`config.mk`:
```
export PLATFORM = sky130hd
export DESIGN_NAME = kglf_front
export DESIGN_NICKNAME = d
export VERILOG_FILES = /design/src/sv/kglf_pkg.sv /design/src/sv/kglf_front.sv
export SDC_FILE = /design/constraint.sdc
export NUM_CORES = 1
export LEC_CHECK = 0
export ABC_AREA = 1
export ABC_CLOCK_PERIOD_IN_PS = 3600
export BUFFER_PORTS_ARGS = -buffer_cell sky130_fd_sc_hd__buf_2
export CORE_UTILIZATION = 44
export CTS_BUF_LIST = sky130_fd_sc_hd__clkbuf_2
export DETAILED_ROUTE_END_ITERATION = 10
export GPL_TIMING_DRIVEN = 0
export PLACE_DENSITY = 0.69
export SYNTH_ARGS = -nofsm -noshare
export SYNTH_HDL_FRONTEND = slang
export SYNTH_SLANG_ARGS = --single-unit
export TNS_END_PERCENT = 30
```
`constraint.sdc`:
```
create_clock -name clk -period 3.6 [get_ports clk]
set_input_delay 0.18 -clock clk [delete_from_list [all_inputs] [get_ports clk]]
set_output_delay 0.18 -clock clk [all_outputs]
set_load 0.01 [all_outputs]
```
`src/sv/kglf_pkg.sv`:
```
// Package for the key gesture LED fader: codes, record types and blend helpers.
// Used by kglf_front, kglf_back and key_gesture_led_fader.
`default_nettype none
package kglf_pkg;
    localparam int TIME_BITS_DEF = 48;
    localparam int RAMP_MS = 5000;
    localparam int FADE_MS = 2000;

    // Reciprocals for the blend division: floor(x*R >> s) equals x/den for any
    // magnitude x below 2^21 (ramp: s = 34, fade: s = 33)
    localparam logic [22:0] RECIP_RAMP = 23'd3435974;
    localparam logic [22:0] RECIP_FADE = 23'd4294968;

    localparam logic [1:0] WK_MODE = 2'd0;
    localparam logic [1:0] WK_BRI  = 2'd1;
    localparam logic [1:0] WK_END  = 2'd2;

    localparam logic [1:0] TA_LEAVE = 2'd0;
    localparam logic [1:0] TA_STOP  = 2'd1;
    localparam logic [1:0] TA_REARM = 2'd2;

    localparam logic [1:0] OWN_NONE  = 2'd0;
    localparam logic [1:0] OWN_META  = 2'd1;
    localparam logic [1:0] OWN_ERASE = 2'd2;
    localparam logic [1:0] OWN_ENTER = 2'd3;

    localparam logic [1:0] CLS_OTHER = 2'd0;
    localparam logic [1:0] CLS_META  = 2'd1;
    localparam logic [1:0] CLS_ERASE = 2'd2;
    localparam logic [1:0] CLS_ENTER = 2'd3;

    localparam logic [1:0] KV_RELEASE = 2'd0;
    localparam logic [1:0] KV_PRESS   = 2'd1;

    localparam logic [1:0] REG_RED = 2'd0;
    localparam logic [1:0] REG_GRN = 2'd1;
    localparam logic [1:0] REG_BLU = 2'd2;
    localparam logic [1:0] REG_BRI = 2'd3;

    // One result word
    typedef struct packed {
        logic [1:0] kind;
        logic       mode;
        logic [7:0] r;
        logic [7:0] g;
        logic [7:0] b;
        logic [7:0] bri;
        logic [1:0] timer;
        logic       last;
    } res_t;

    // Scaled delta (b-a)*e, e at most 5000 (13 bits)
    function automatic logic signed [22:0] scale_delta(input logic [7:0] a,
                                                       input logic [7:0] b,
                                                       input logic [12:0] e);
        logic signed [8:0]  d;
        logic signed [13:0] es;
        begin
            d = $signed({1'b0, b}) - $signed({1'b0, a});
            es = $signed({1'b0, e});
            scale_delta = 23'(d * es);
        end
    endfunction
endpackage
`default_nettype wire

```
`src/sv/kglf_front.sv`:
```
// Front part: accepts input words, screens them, queues them for the back part.
// Depends on kglf_pkg.
`default_nettype none
module kglf_front #(
    parameter int TIME_BITS = kglf_pkg::TIME_BITS_DEF
) (
    input  wire logic                 clk,
    input  wire logic                 rst_n,
    input  wire logic                 in_valid,
    output logic                      in_stall,
    input  wire logic                 item_kind,
    input  wire logic [1:0]           key_class,
    input  wire logic [1:0]           key_value,
    input  wire logic [TIME_BITS-1:0] timestamp_ms,
    output logic                      q_valid,
    input  wire logic                 q_pop,
    output logic                      q_tick,
    output logic                      q_act,
    output logic [1:0]                q_cls,
    output logic                      q_press,
    output logic [TIME_BITS-1:0]      q_now
);
    import kglf_pkg::*;

    localparam int QW = 5 + TIME_BITS;

    logic [QW-1:0] mem_reg [2];
    logic [1:0]    cnt_reg, cnt_next;
    logic          wp_reg, rp_reg;
    logic          push, act;

    // Classify: only press/release of a known key does any work
    assign act = (key_value == KV_RELEASE || key_value == KV_PRESS) &&
                 key_class != CLS_OTHER;
    assign in_stall = cnt_reg[1];
    assign push = in_valid && !in_stall;
    assign q_valid = cnt_reg != 2'd0;
    assign {q_tick, q_act, q_cls, q_press, q_now} = mem_reg[rp_reg];

    always_comb
    begin
        cnt_next = cnt_reg;
        if (push && !(q_pop && q_valid))
            cnt_next = cnt_reg + 2'd1;
        else if (!push && q_pop && q_valid)
            cnt_next = cnt_reg - 2'd1;
    end

    // Advance pointers and count
    always_ff @(posedge clk or negedge rst_n)
    begin
        if (!rst_n)
        begin
            cnt_reg <= '0;
            wp_reg  <= 1'b0;
            rp_reg  <= 1'b0;
        end
        else
        begin
            cnt_reg <= cnt_next;
            if (push)
                wp_reg <= !wp_reg;
            if (q_pop && q_valid)
                rp_reg <= !rp_reg;
        end
    end

    // Store the classified word
    always_ff @(posedge clk)
    begin
        if (push)
            mem_reg[wp_reg] <= {item_kind, act, key_class,
                                key_value == KV_PRESS, timestamp_ms};
    end
endmodule
`default_nettype wire

```
==> results.cfg, run 1 <==
[global_routing]
grt_antenna_before_repair = 0
use_met3 = 0.04326
met1_usage = 0.2017
grt_start_max_net_pins = 33
top_usage_layer = met2
wire_length_of_the_first_global_routing_pass_mm = 12.87
groute.layer.met2.usage = 0.3245
grt_use_total = 0.1769
first_global_vias = 2771
grt_remaining_overflow = 0

[synth]
synth_simple_gate_area_share = 0.1615
synth-xor-area-share = 0.002133
synth_mux_area_frac = 0
syn-mean-instance-area_um2 = 13.33
postSynthCellCount = 308
post_synthesis_compound_gate_area_fraction = 0.002438
synth_top_family_by_area = simple AND/OR/NAND/NOR gates
syn_nets = 365
yosys.cell_types.count = 11
synth.ff_latch_count = 110
synth_adder_area_share = 0
number_of_warning_messages_in_the_yosys_log = 0
synthesis.area_um2 = 4105
synth.yosys.seq_area_share = 0.7998

[power]
leakagePower_uw = 0.002433
power.total_uw = 3864
cellPowerDensity_nw_per_um2 = 693.7
peakVddDrop_v = 0.0003515

[floorplan]
boundaryPins = 112
row_count = 34
die_h_um = 98.59
core-area_um2 = 8891
starting_density = 0.4617
die_w_um = 98.59
die-area_um2 = 9720

[timing]
layout_setup_ws_ps = 1660
total_negative_setup_slacks_ps = 0
timing.final.crit_share = 0.5389
actual_slew_at_the_worst_max_slew_pin_ps = 730.3
rsz0062_at_grt = no
finalSetupViolCount = 0
timing.slew.headroom = 0.5120
fin_worst_skew_ps = 25.00
final-hold-violation-count = 0
timing.hold.ws_ps = 328.7
number_of_slew_limit_violations_in_the_final_report = 0
max_freq_ghz = 0.5155
final_period_minus_worst_setup_slack_ps = 1940

[worst_hold_path]
timing.hold.worst.class = in -> reg

[cells_and_area]
synthToLayoutAreaGrowth_pct = 35.69
n_antenna_cell = 0
largest_register_ffs = 106
finish.net_count = 547
layout-drive-gt1-share = 0.2889
ff_latch_area_um2 = 3283
area_of_the_multi_input_gates_um2 = 696.9
layout_filler_cell_count = 664

[cts]
cts-root-to-sink-buffers = 2
ctsResizeCount = 0
cts_root_buffer = clkbuf_2
cts.repair_timing.setup_buffer_count = 0
insertion_delay_ps = 540
clkSinkCount = 110
clock_buffers_created_by_tritoncts = 9
tritoncts = built
cts_hold_repair.buffers = 58
worst_path_clk_slew_ps = 280
ctsHtreeMaxLevel = 3

[routing]
drt_wl_total_mm = 8.212
antenna_left = 0
route.vias.total = 2774
initialDrtViolationCount = 61
drt_pass1_iterations = 4
avgRoutedWirePerCell_um = 13.62
drc = 0
routed_vias_inst = 4.600

[worst_setup_path]
critPathRequiredTime_ps = 3860
path_max_fanout = 31
worstSetupStartpointType = register
timing.reg2reg.setup_slack_ps = 1660
criticalPathCategory = reg -> reg
cp-end-kind = register
critPathArrivalTime_ps = 2200

[placement]
globalplace.congestion = 0.7105
dp_hpwl_mm = 4.878
place.port_buffers = 111
place_ws_ps = 1684

[status]
outcome = finished clean

[job]
maxCapViolations = 0
## cell usage in the layout (no fill, tap or decap), drive strengths merged
cell type / n
inv: 9
buf: 124
bufinv: 2
nor2: 7
dfrtp: 4
nand2: 167
clkinvlp: 2
a21oi: 2
xor2: 1
clkbuf: 11
edfxtp: 106
dlygate4sd3: 58
nand3: 2
## power breakdown
part	total (uW)	leakage [uW]	internal [uW]	switching, uW
clock	612	0.0000788	237	375
sequential	1800	0.00103	1720	72.6
combinational	1460	0.00132	559	896
## final cells by class
| cell class | instances | area share |
|---|---|---|
| Sequential cell | 110 | 0.5894 |
| Timing Repair Buffer | 171 | 0.2111 |
| Multi-Input combinational cell | 179 | 0.1251 |
| Tap cell | 108 | 0.02426 |
| Buffer | 11 | 0.01887 |
| Clock inverter | 5 | 0.01505 |
| Clock buffer | 11 | 0.009883 |
| Inverter | 8 | 0.006289 |
## cell usage after synthesis (all sizes together)
cell,number,area share
buf,11,0.026
a21oi,2,0.0024
dfrtp,4,0.024
nand3,2,0.0024
inv,8,0.0085
xor2,1,0.0021
nor2,7,0.0064
nand2,167,0.15
edfxtp,106,0.78
## per-layer routing
| metal | part of all wire | up-vias | wire [um] |
|---|---|---|---|
| met5 | 0 | - | 0 |
| met4 | 0.0044 | 0 | 36 |
| met3 | 0.048 | 4 | 395 |
| met2 | 0.53 | 87 | 4385 |
| met1 | 0.41 | 1292 | 3393 |
| li1 | - | 1391 | - |
## critical path, stage by stage (launching register included)
cell     delay [ps]
dfrtp_1         470
inv_1            80
nand2_1         180
nor2_4          620
buf_12          290
## path summary, 6_finish.rpt
kind / startpoint / depth (start not counted) / to
min in group asynchronous: rst_n / 3 / cnt_reg[0]
setup / recovery: cnt_reg[1] / 4 / mem_reg[1][23]
setup reg to reg: cnt_reg[1] / 4 / mem_reg[1][23]
hold / removal: timestamp_ms[29] / 2 / mem_reg[0][29]
max in group asynchronous: rst_n / 3 / rp_reg
hold reg to reg: cnt_reg[0] / 3 / cnt_reg[0]
## per-stage QoR
stage,std cells,instance area [um^2],utilization
2_1_floorplan,308,4105,-
3_3_place_gp,527,4796,0.5394
3_5_place_dp,529,4851,0.5456
4_1_cts,603,5570,0.6265
5_1_grt,603,5570,0.6265
6_report,603,5570,0.6265
## cell families (layout without fill, tap and decap cells)
family,Yosys count,in the layout
xor gates and xnor gates,1,1
buffers and inverters,19,206
AOI/OAI and AO/OA,2,2
and+or+nand+nor,176,176
DFF,110,110
Note: power is estimated with default switching activity, not from simulation.
==> inputs of run 2 (changes only) <==
--- a/config.mk
+++ b/config.mk
@@ -5,14 +5,14 @@
 export SDC_FILE = /design/constraint.sdc
 export NUM_CORES = 1
 export LEC_CHECK = 0
-export ABC_AREA = 1
-export ABC_CLOCK_PERIOD_IN_PS = 3600
+export ABC_AREA = 0
+export ABC_CLOCK_PERIOD_IN_PS = 2050
 export BUFFER_PORTS_ARGS = -buffer_cell sky130_fd_sc_hd__buf_2
 export CORE_UTILIZATION = 44
 export CTS_BUF_LIST = sky130_fd_sc_hd__clkbuf_2
 export DETAILED_ROUTE_END_ITERATION = 10
 export GPL_TIMING_DRIVEN = 0
-export PLACE_DENSITY = 0.69
+export PLACE_DENSITY = 0.68
 export SYNTH_ARGS = -nofsm -noshare
 export SYNTH_HDL_FRONTEND = slang
 export SYNTH_SLANG_ARGS = --single-unit
==> constraint.sdc (replaced) <==
create_clock -name clk -period 2.05 [get_ports clk]
set_input_delay 0.1025 -clock clk [delete_from_list [all_inputs] [get_ports clk]]
set_output_delay 0.1025 -clock clk [all_outputs]
set_load 0.01 [all_outputs]
==> run 2 against run 1 <==
Net effect: sequential power is 73% higher; worst setup slack got worse by 1500 ps; global-route usage down 2.6 points; flip-flop and latch count unchanged; total power up 76%; highest routed layer unchanged.
==> results.cfg, run 2 <==
[worst_setup_path]
path_max_fanout = 14
criticalPathCategory = reg -> reg
worstSetupStartpointType = register
timing.reg2reg.setup_slack_ps = 150
path_delay_family = simple AND/OR/NAND/NOR gates
critPathArrivalTime_ps = 2100
critPathRequiredTime_ps = 2250
cpPeakStageDelay_ps = 770
cp-end-kind = register
critical_path.n_buffers_inverters = 0
crit_slowest_cell = nor2_2
cell_chain_of_the_critical_path = nand2b_1, nor2_2

[routing]
drt_wl_total_mm = 7.526
route.vias.total = 2318
drt_pass1_iterations = 4
routed_vias_inst = 4.590
avgRoutedWirePerCell_um = 14.90
antenna_left = 0
drc = 0
initialDrtViolationCount = 64

[synth]
synthesis.area_um2 = 4283
synth.yosys.seq_area_share = 0.7666
yosysMostFrequentCell = edfxtp_1
synth_top_area_frac = 0.7432
netlist_top_cells_area = edfxtp_1 (74%), mux2_4 (17%), buf_12 (2.3%), dfrtp_1 (2.3%), mux2_2 (1.1%)
synth_top_flop_cell = edfxtp_1
synth-async-reset-ratio = 0.03636
yosys.cell_types.count = 18
postSynthCellCount = 188
number_of_warning_messages_in_the_yosys_log = 0
synth-edff-count = 106
syn-mean-instance-area_um2 = 22.78
syn_nets = 245
netlist_top_cells_count = edfxtp_1 (106), mux2_4 (49), buf_12 (5)
synth.ff_latch_count = 110
synth_area_leader_cell = edfxtp_1

[timing]
final-hold-violation-count = 0
final_period_minus_worst_setup_slack_ps = 1901
timing.final.crit_share = 0.9272
layout_setup_ws_ps = 149.2
timing.slew.headroom = 0.3981
fin_worst_skew_ps = 30.97
max_freq_ghz = 0.5261
number_of_slew_limit_violations_in_the_final_report = 0
actual_slew_at_the_worst_max_slew_pin_ps = 901.8
rsz0062_at_grt = no
finalSetupViolCount = 0

[cells_and_area]
ff_latch_area_um2 = 3283
largest_register_ffs = 106
layout-drive-gt1-share = 0.5106
layout.cells.most_common = buf_2
mostFrequentLayoutCells = buf_2 (111), edfxtp_1 (106), dlygate4sd3_1 (58)
layout_filler_cell_count = 716
post-route-cell-area_um2 = 5761
finish.net_count = 428
synthToLayoutAreaGrowth_pct = 34.50
area_of_the_multi_input_gates_um2 = 899.6
layout.core_utilization = 0.6176
n_antenna_cell = 0

[placement]
place_area_um2 = 5049
place_ws_ps = 16.92
dp_hpwl_mm = 4.491
place.port_buffers = 111
globalplace.congestion = 0.5962

[global_routing]
wire_length_of_the_first_global_routing_pass_mm = 11.20
first_global_vias = 2338
grt_remaining_overflow = 0
met1_usage = 0.1720
grt_start_max_net_pins = 33
grt_antenna_before_repair = 0
groute.layer.met2.usage = 0.2724
grt_use_total = 0.1511
top_usage_layer = met2
use_met3 = 0.03537

[cts]
cts.repair_timing.setup_buffer_count = 0
ctsHtreeMaxLevel = 3
cts_root_buffer = clkbuf_2
clkSinkCount = 110
insertion_delay_ps = 550
tritoncts = built
ctsResizeCount = 0
worst_path_clk_slew_ps = 300
clock_buffers_created_by_tritoncts = 9
cts-root-to-sink-buffers = 2

[power]
cellPowerDensity_nw_per_um2 = 1180
peakVddDrop_v = 0.0007411
leakagePower_uw = 0.002312
power.total_uw = 6795

[floorplan]
boundaryPins = 112
die_h_um = 100.7
starting_density = 0.4592
row_count = 35
core-area_um2 = 9328
die-area_um2 = 10130
die_w_um = 100.7

[worst_hold_path]
timing.hold.worst.class = in -> reg

[status]
outcome = finished clean

[job]
maxCapViolations = 0
-- run 2: final timing paths --
path                                   from              to  cells past startpoint
hold / removal             timestamp_ms[42]  mem_reg[1][42]                      2
min in group asynchronous             rst_n      cnt_reg[1]                      3
hold reg to reg                  cnt_reg[0]      cnt_reg[0]                      1
setup reg to reg                 cnt_reg[1]   mem_reg[0][3]                      2
setup / recovery                 cnt_reg[1]   mem_reg[0][3]                      2
max in group asynchronous             rst_n          wp_reg                      3
-- run 2: power by group --
group,internal (uW),switching [uW],total (uW)
clock network,308,707,1010
registers,2980,139,3120
logic,1450,1210,2660
total,4740,2060,6800
-- run 2: logic make-up (layout without fill, tap and decap cells) --
family / count (synthesis) / after routing / synth area share
xor gates and xnor gates: 2 / 2 / 0.004091
and+or+nand+nor: 12 / 13 / 0.01490
buffers and inverters: 7 / 194 / 0.02688
DFF: 110 / 110 / 0.7666
muxes: 53 / 53 / 0.1823
AOI/OAI and AO/OA: 4 / 4 / 0.005258
-- run 2: worst reg2reg max path, delay by kind of cell, from the launching register on --
family           cells  cell delay (ps)
flip-flops           1              500
AND/OR/NAND/NOR      2             1080
-- run 2: final cells by class --
class                           instances  area share
Inverter                                1   0.0006516
Sequential cell                       110      0.5699
Tap cell                              129     0.02802
Buffer                                  6     0.01933
Multi-Input combinational cell         72      0.1562
Timing Repair Buffer                  171      0.2042
Clock inverter                          6     0.01303
Clock buffer                           10    0.008688
-- run 2: metal layers --
metal,vias up,part of all wire
li1,1099,-
met1,1140,0.42
met2,72,0.53
met3,7,0.043
met4,0,0.011
met5,-,0
-- run 2: stage by stage --
step / setup TNS (ps) / hold slack [ps] / cells
6_report: 0 / 240.8 / 505
5_1_grt: 0 / 155.4 / 505
4_1_cts: 0 / 179.3 / 505
3_5_place_dp: 0 / -83.39 / 430
3_3_place_gp: -66220 / -87.31 / 428
2_1_floorplan: -14920 / -193.1 / 188
-- run 2: what timing repair did --
action	in CTS	in global routing
hold endpoints to repair	114	0
setup endpoints to repair	7	0
hold buffers	58	0
==> inputs of run 3 (changes only) <==
--- a/config.mk
+++ b/config.mk
@@ -10,8 +10,8 @@
 export BUFFER_PORTS_ARGS = -buffer_cell sky130_fd_sc_hd__buf_2
 export CORE_UTILIZATION = 44
 export CTS_BUF_LIST = sky130_fd_sc_hd__clkbuf_2
+export CTS_CLUSTER_DIAMETER = 40
 export DETAILED_ROUTE_END_ITERATION = 10
-export GPL_TIMING_DRIVEN = 0
 export PLACE_DENSITY = 0.68
 export SYNTH_ARGS = -nofsm -noshare
 export SYNTH_HDL_FRONTEND = slang
==> run 3 against run 2 <==
Net effect: sequential share of layout area increased by 0.53 points; total power decreased by 2.2%; fmax shrank 1.5%; die area is the same; worst setup slack lost 29 ps; sequential power hardly changed; non-clock buffer count rose by 1; register-to-register slack improved by 260 ps; global-route usage decreased by 0.27 points; clock power is essentially flat; combinational power down 6%; critical endpoint is now q_now[13]; highest routed layer unchanged.
==> results.cfg, run 3 (same netlist as run 2, synthesis figures left out) <==
[placement]
dp_hpwl_mm = 4.391
globalplace.congestion = 0.7182
placed_cells_incl_taps = 428
place.port_buffers = 111

[cts]
insertion_delay_ps = 540
cts_root_buffer = clkbuf_2
ctsResizeCount = 0
ctsHtreeMaxLevel = 3
cts-root-to-sink-buffers = 2
worst_path_clk_slew_ps = 290
clkSinkCount = 110
clock_buffers_created_by_tritoncts = 9
tritoncts = built

[timing]
final-hold-violation-count = 0
fin_worst_skew_ps = 29.05
final_period_minus_worst_setup_slack_ps = 1929
max_freq_ghz = 0.5183
rsz0062_at_grt = no
timing.slew.headroom = 0.8068
actual_slew_at_the_worst_max_slew_pin_ps = 289.8
number_of_slew_limit_violations_in_the_final_report = 0
timing.final.crit_share = 0.9411
finalSetupViolCount = 0

[cells_and_area]
finish.net_count = 428
largest_register_ffs = 106
ff_latch_area_um2 = 3287
synthToLayoutAreaGrowth_pct = 33.42
n_antenna_cell = 0
layout-drive-gt1-share = 0.5106
layout_filler_cell_count = 692
final_cell_count_no_fill = 505
layout.cells.most_common = buf_2
area_of_the_multi_input_gates_um2 = 893.4
layout.core_utilization = 0.6126
mostFrequentLayoutCells = buf_2 (111), edfxtp_1 (106), dlygate4sd3_1 (58)

[worst_setup_path]
timing.reg2reg.setup_slack_ps = 410
launch_instance_of_the_worst_register_to_register_path = cnt_reg[1]
criticalPathCategory = reg -> out
crit-reg2reg-capture = mem_reg[1][48]
crit_slowest_cell = dfrtp_4
critPathArrivalTime_ps = 1830
worstSetupStartpointType = register
cp-end-kind = output port
cell_chain_of_the_critical_path = buf_12, mux2_4, buf_2
r2r_cells = 3
cpPeakStageDelay_ps = 600
path_max_fanout = 24
critPathRequiredTime_ps = 1950

[power]
cellPowerDensity_nw_per_um2 = 1163
p_sw_uw = 2001
power.internal_uw = 4642
sequentialPowerShare = 0.473
power.total_uw = 6643
power.switching_fraction = 0.3013
comb_power_share = 0.378
peakVddDrop_v = 0.0006283
power_frac_clock = 0.149
leakagePower_uw = 0.002295

[job]
maxCapViolations = 0

[routing]
route.vias.total = 2295
drt_wl_total_mm = 7.320
routed_vias_inst = 4.545
drt_pass1_iterations = 5
initialDrtViolationCount = 70
antenna_left = 0
drc = 0
avgRoutedWirePerCell_um = 14.50

[floorplan]
row_count = 35
die_w_um = 100.7
boundaryPins = 112
core-area_um2 = 9328
die_h_um = 100.7
die-area_um2 = 10130
starting_density = 0.4592

[global_routing]
wire_length_of_the_first_global_routing_pass_mm = 10.97
grt_start_max_net_pins = 31
grt_remaining_overflow = 0
grt_antenna_before_repair = 0
grt_use_total = 0.1483
first_global_vias = 2280

[worst_hold_path]
hp-start = timestamp_ms[42]
timing.hold.worst.class = in -> reg
holdPathStages = 2
hold_ep = mem_reg[0][42]

[status]
outcome = finished clean
run 3: changes by cell type in the layout (fill, tap and decap cells not counted), sizes merged:
cell    before  now
buf        119  120
nor2         4    3
inv          4    3
clkinv       1    2
run 3: timing repair:
item                                    in CTS  in global routing
endpoints found under the setup margin      32                  0
hold buffers                                58                  0
buffers inserted                             3                  0
endpoints found under the hold margin      114                  0
run 3: layout make-up:
| class | count | area share |
|---|---|---|
| clock buffer | 10 | 0.008758 |
| clock inverter | 6 | 0.01226 |
| inverter | 1 | 0.0006569 |
| multi-input combinational | 71 | 0.1563 |
| sequential | 110 | 0.5752 |
| tap | 129 | 0.02825 |
| timing repair buffer | 178 | 0.2185 |
run 3: through the flow:
stage	area (um^2)	hold WS, ps	TNS [ps]	worst slack (ps)
after global placement	4984	-88.73	0	472.9
after floorplan	4290	-193.1	-14920	-281.5
after CTS	5714	192.3	0	96.75
final	5714	240.6	0	120.7
after global routing	5714	175.8	0	33.90
after detailed placement	4984	-85.86	0	441.3
run 3: worst max-delay path by stage:
| stage | start | end |
|---|---|---|
| final | rp_reg | q_now[13] |
| after global routing | rp_reg | q_now[13] |
| after CTS | rp_reg | q_now[13] |
| after detailed placement | cnt_reg[1] | mem_reg[1][45] |
| after global placement | rp_reg | q_now[13] |
| after floorplan | cnt_reg[1] | mem_reg[1][0] |
run 3: per-layer routing:
metal / share of wire / global-route usage / up-vias
met1: 0.43 / 0.1721 / 1116
met2: 0.51 / 0.2624 / 70
met4: 0.015 / 0.06689 / 0
met3: 0.042 / 0.03398 / 9
met5: 0 / 0 / -
li1: - / - / 1100
run 3: critical path: cells and delay by family, from the launching register on:
family | cells | cell delay, ps
DFF | 1 | 600
buffers and inverters | 2 | 340
muxes | 1 | 320
run 3: power by group through the flow:
stage | registers (uW) | clock network (uW) | logic [uW]
after floorplan | 3150 | 0 | 1790
after global routing | 3190 | 1120 | 2680
after global placement | 3270 | 0 | 2260
after CTS | 3150 | 1020 | 2550
final | 3140 | 988 | 2510
after detailed placement | 3300 | 0 | 2280
